### src/gbn_pkg.sv
`timescale 1ns / 1ps
// ----------------------------------------------------------------------------
// gbn_pkg
// Shared types and constants for the greedy box NMS core.
// ----------------------------------------------------------------------------
package gbn_pkg;

  localparam int FIELD_W = 16;
  localparam int THR_W   = 16;
  localparam int POS_W   = 16;
  localparam int UNI_W   = 64;   // union and product are kept modulo 2^64
  localparam int KA_MAX_W = 32;  // stored areas are truncated to 32 bits

  localparam logic [THR_W-1:0] THR_RESET = 16'd29491;

  typedef struct packed {
    logic               start_of_set;
    logic [FIELD_W-1:0] box_left;
    logic [FIELD_W-1:0] box_top;
    logic [FIELD_W-1:0] box_width;
    logic [FIELD_W-1:0] box_height;
  } in_item_t;

  typedef struct packed {
    logic             kept;
    logic [POS_W-1:0] box_position;
    logic             store_overflow;
  } out_item_t;

  typedef enum logic [2:0] {
    ST_IDLE,
    ST_AREA,
    ST_SCAN,
    ST_DRAIN,
    ST_DONE
  } state_t;

  typedef struct packed {
    logic load;       // capture input word
    logic calc_area;  // compute area of the new box
    logic issue;      // read one kept entry into the compare pipe
    logic finish;     // store box, emit result
  } ctl_cmd_t;

  typedef struct packed {
    logic count_zero;
    logic scan_last;
    logic pipe_busy;
  } dp_stat_t;

endpackage

### src/gbn_ctrl.sv
`timescale 1ns / 1ps
// ----------------------------------------------------------------------------
// gbn_ctrl
// Sequencer: accepts a word, scans the kept store, drains the compare pipe
// and closes out the result.
// ----------------------------------------------------------------------------
module gbn_ctrl (
  input  logic              clk,
  input  logic              rst_n,
  input  logic              start,
  output logic              busy,
  input  gbn_pkg::dp_stat_t stat,
  output gbn_pkg::ctl_cmd_t cmd
);
  import gbn_pkg::*;

  state_t state_r, state_nxt;

  always_ff @(posedge clk) begin
    if (!rst_n) begin
      state_r <= ST_IDLE;
    end else begin
      state_r <= state_nxt;
    end
  end

  always_comb begin
    state_nxt = state_r;
    cmd       = '0;
    busy      = 1'b1;
    unique case (state_r)
      ST_IDLE: begin
        busy = 1'b0;
        if (start) begin
          cmd.load  = 1'b1;
          state_nxt = ST_AREA;
        end
      end
      ST_AREA: begin
        cmd.calc_area = 1'b1;
        state_nxt     = stat.count_zero ? ST_DRAIN : ST_SCAN;
      end
      ST_SCAN: begin
        cmd.issue = 1'b1;
        if (stat.scan_last) begin
          state_nxt = ST_DRAIN;
        end
      end
      ST_DRAIN: begin
        if (!stat.pipe_busy) begin
          state_nxt = ST_DONE;
        end
      end
      ST_DONE: begin
        cmd.finish = 1'b1;
        state_nxt  = ST_IDLE;
      end
      default: begin
        state_nxt = ST_IDLE;
      end
    endcase
  end

endmodule

### config.mk
export PLATFORM = sky130hd
export DESIGN_NAME = gbn_ctrl
export DESIGN_NICKNAME = d
export VERILOG_FILES = /design/src/gbn_pkg.sv /design/src/gbn_ctrl.sv
export SDC_FILE = /design/constraint.sdc
export NUM_CORES = 1
export LEC_CHECK = 0
export BUFFER_PORTS_ARGS = -buffer_cell sky130_fd_sc_hd__buf_2
export CAP_MARGIN = 20
export CORE_AREA = 4 4 41 43
export DETAILED_ROUTE_END_ITERATION = 8
export DIE_AREA = 0 0 45 47
export PLACE_DENSITY_LB_ADDON = 0.2
export SYNTH_ARGS = -nofsm -noshare
export SYNTH_HDL_FRONTEND = slang
export SYNTH_SLANG_ARGS = --single-unit
### constraint.sdc
create_clock -name clk -period 1.6 [get_ports clk]
set_input_delay 0.16 -clock clk [delete_from_list [all_inputs] [get_ports clk]]
set_output_delay 0.16 -clock clk [all_outputs]
set_load 0.01 [all_outputs]
==> flow_summary_export.csv <==
group,metric,value,unit
setup_path,critical_path_arrival,1.29,ns
route,ant_nets,0,
pwr,power_frac_seq,31.5,%
clock_network,clk_pin_slew,0.04,ns
setup_path,r2r_setup_slack,0.42,ns
finish,nets,37,
clock_network,cts-hold-fix-buffers,0,
place,dp_cells,41,
finish,fin_area,262,µm²
clock_network,cts_resized,0,
run,drv_cap,0,
outcome,outcome,"completed",
setup_path,crit_slowest_cell,"or3_2",
finish,drive_above_1_share,56.7,%
setup_path,worstSetupStartpointType,"register",
timing,fin_crit_sh,90.5,%
setup_path,crit_path_end_kind,"primary output",
global_routing,grt_overflow,0,
timing,setup_viol,0,
die,dieArea,0.00212,mm²
logic_synthesis,syn_inst,16,
timing,maxSlewHeadroom,87.1,%
logic_synthesis,synth_top_area_cell,"dfxtp_1",
pwr,p_switching,74.4,µW
setup_path,cp_max_fo,6,
setup_path,critPathKind,"reg2out",
setup_path,worstPathRequired,1.44,ns
global_routing,antenna_found_initial,0,
setup_path,timing.rr.start,"state_r[1]$_SDFFE_PN0P_",
logic_synthesis,synth_edf_count,0,
finish,diodes,0,
logic_synthesis,yosys.cell_count.top_type,"dfxtp_1",
finish,area_delta_synth_final,57.1,%
logic_synthesis,synth-adder-area-share,0,%
pwr,p_leak,0.000135,µW
global_routing,grt_use_total,5.22,%
clock_network,clock_latency,0.24,ns
logic_synthesis,synth-seq-cells,3,
clock_network,cts_setup_buffers,0,
clock_network,cts_made_buffers,3,
logic_synthesis,yosysUniqueCellTypes,12,
route,routed-via-count,171,
logic_synthesis,synthTopCellsByArea,"dfxtp_1 (36%), mux4_2 (14%), nor3b_1 (9.0%), nor2b_4 (8.3%), and3b_2 (6.0%)",
timing,drv_slew,0,
setup_path,path_buf_inv,1,
pwr,combPwrFrac,20.0,%
place,place_congestion,0.748,
timing,hold_ws,0.183,ns
pwr,ir_drop,0.186,mV
logic_synthesis,synthFlopType,"dfxtp_1",
logic_synthesis,synthSimpleGateAreaFrac,48.1,%
global_routing,grt_max_degree,7,
setup_path,path_cells,"or3_2, nor2_1, buf_2",
logic_synthesis,synth_compound_area_share,0,%
die,coreArea,0.00130,mm²
finish,final_cells,45,
pwr,p_per_area,1080,mW/mm²
logic_synthesis,yosysSeqAreaShare,36.1,%
timing,fmax,691,MHz
logic_synthesis,synth_warnings,0,
logic_synthesis,syn-num-nets,22,
global_routing,grt_pass1_vias,171,
pwr,pwr-share-clk,48.5,%
route,drt_first_pass_iters,1,
clock_network,cts_buffer_depth,2,
place,place_area,235,µm²
setup_path,crit_family,"simple AND/OR/NAND/NOR gates",
logic_synthesis,synth_top_family_by_area,"simple AND/OR/NAND/NOR gates",
route,drtIter0Drc,0,
min_path,hp-start,"rst_n",
logic_synthesis,syn-cell-area,166,µm²
finish,fillers,160,
finish,top_regs,"state_r x3",
logic_synthesis,ys_top_cells_by_count,"dfxtp_1 (3), nor2_1 (2), nor3b_1 (2)",
finish,largest_reg_flops,3,
clock_network,h-tree-depth,1,
logic_synthesis,synth.area.mux_share,13.5,%
min_path,worstHoldPathType,"in2reg",
place,io_buffers,10,
setup_path,cp-startpoint,"state_r[2]$_SDFFE_PN0P_",
route,wl_per_cell,9.93,µm
timing,fin_worst_skew,0.00355,ns
timing,finalSetupTns,0,ns
route,vias_per_cell,3.80,
route,drt_wl_total,447,µm
logic_synthesis,async_reset_ff_share,0,%
die,fp.dieW,45,µm
clock_network,clockRootBuffer,"clkbuf_4",
logic_synthesis,synth_xor_area_share,0,%
pwr,power.internal,207,µW
global_routing,grt_pass1_wl,696,µm
pwr,power,282,µW
die,die_y,47,µm
die,rows,13,
die,pin_count,11,
clock_network,cts_sinks,3,
finish,largest-register,"state_r",
pwr,sw_frac_of_total,26.4,%
logic_synthesis,yosys.area.top_type_share,36.1,%
timing,rsz0062_at_grt,"false",
setup_path,max_stage_delay,0.49,ns
timing,hold_viol,0,
timing,period_needed,1.45,ns
die,start_util,12.8,%
clock_network,cts_tree,"built",
timing,worst_pin_slew,0.192,ns
logic_synthesis,avgSynthCellArea,10.4,µm²
route,drc,0,
-- cell usage in the layout, fill, tap and decap left out --
cell type	count
clkbuf_1	1
and2_1	1
mux4_2	1
or3_2	1
and3b_1	1
inv_1	1
nor3b_1	2
nor2b_4	1
nand2b_1	1
nor3_1	1
buf_2	10
clkbuf_4	3
dfxtp_1	3
nor2_1	2
and3b_2	1
-- power groups by stage --
stage / Combinational (µW) / Sequential, µW / Clock, µW
floorplan: 35.7 / 88.4 / 0
global placement: 57.3 / 90.3 / 0
detailed placement: 56.6 / 90.2 / 0
CTS: 57.2 / 88.8 / 143
global route: 60.8 / 90.1 / 150
finish: 56.3 / 88.9 / 137
-- worst paths after layout --
| kind | to | depth (start not counted) |
|---|---|---|
| max | cmd[3] | 3 |
| min | state_r[2]$_SDFFE_PN0P_ | 2 |
| max reg2reg | state_r[0]$_SDFFE_PN0P_ | 2 |
| min reg2reg | state_r[1]$_SDFFE_PN0P_ | 2 |
-- cell families after synthesis --
group	after synthesis
buf+inv	1
simple gates	11
flops	3
mux	1
-- worst register-to-register path: stages, from the launching register on --
cell     delay [ns]
dfxtp_1        0.41
mux4_2         0.53
nor2b_4        0.13
-- area by class of cell --
cell class | count | area [µm²] | area share (%)
clock buffers | 4 | 26.3 | 10.0
inverters | 1 | 3.75 | 1.44
multi-input cells | 12 | 103 | 39.2
flip-flops and latches | 3 | 60.1 | 23.0
well taps | 15 | 18.8 | 7.18
repair buffers | 10 | 50.0 | 19.1
-- per-layer routing --
metal  share of wire [%]  GRT usage, %
met5                   0             0
met4                 6.0          7.02
met3                  17          3.45
met2                  34          6.78
met1                  43          4.79
-- per-stage QoR --
stage / util (%) / worst slack (ns)
after floorplan: - / 0.415
after global placement: 18.1 / 0.406
after detailed placement: 18.1 / 0.396
after CTS: 20.1 / 0.137
after global routing: 20.1 / 0.101
final: 20.1 / 0.152
(Power assumes the default switching activity.)
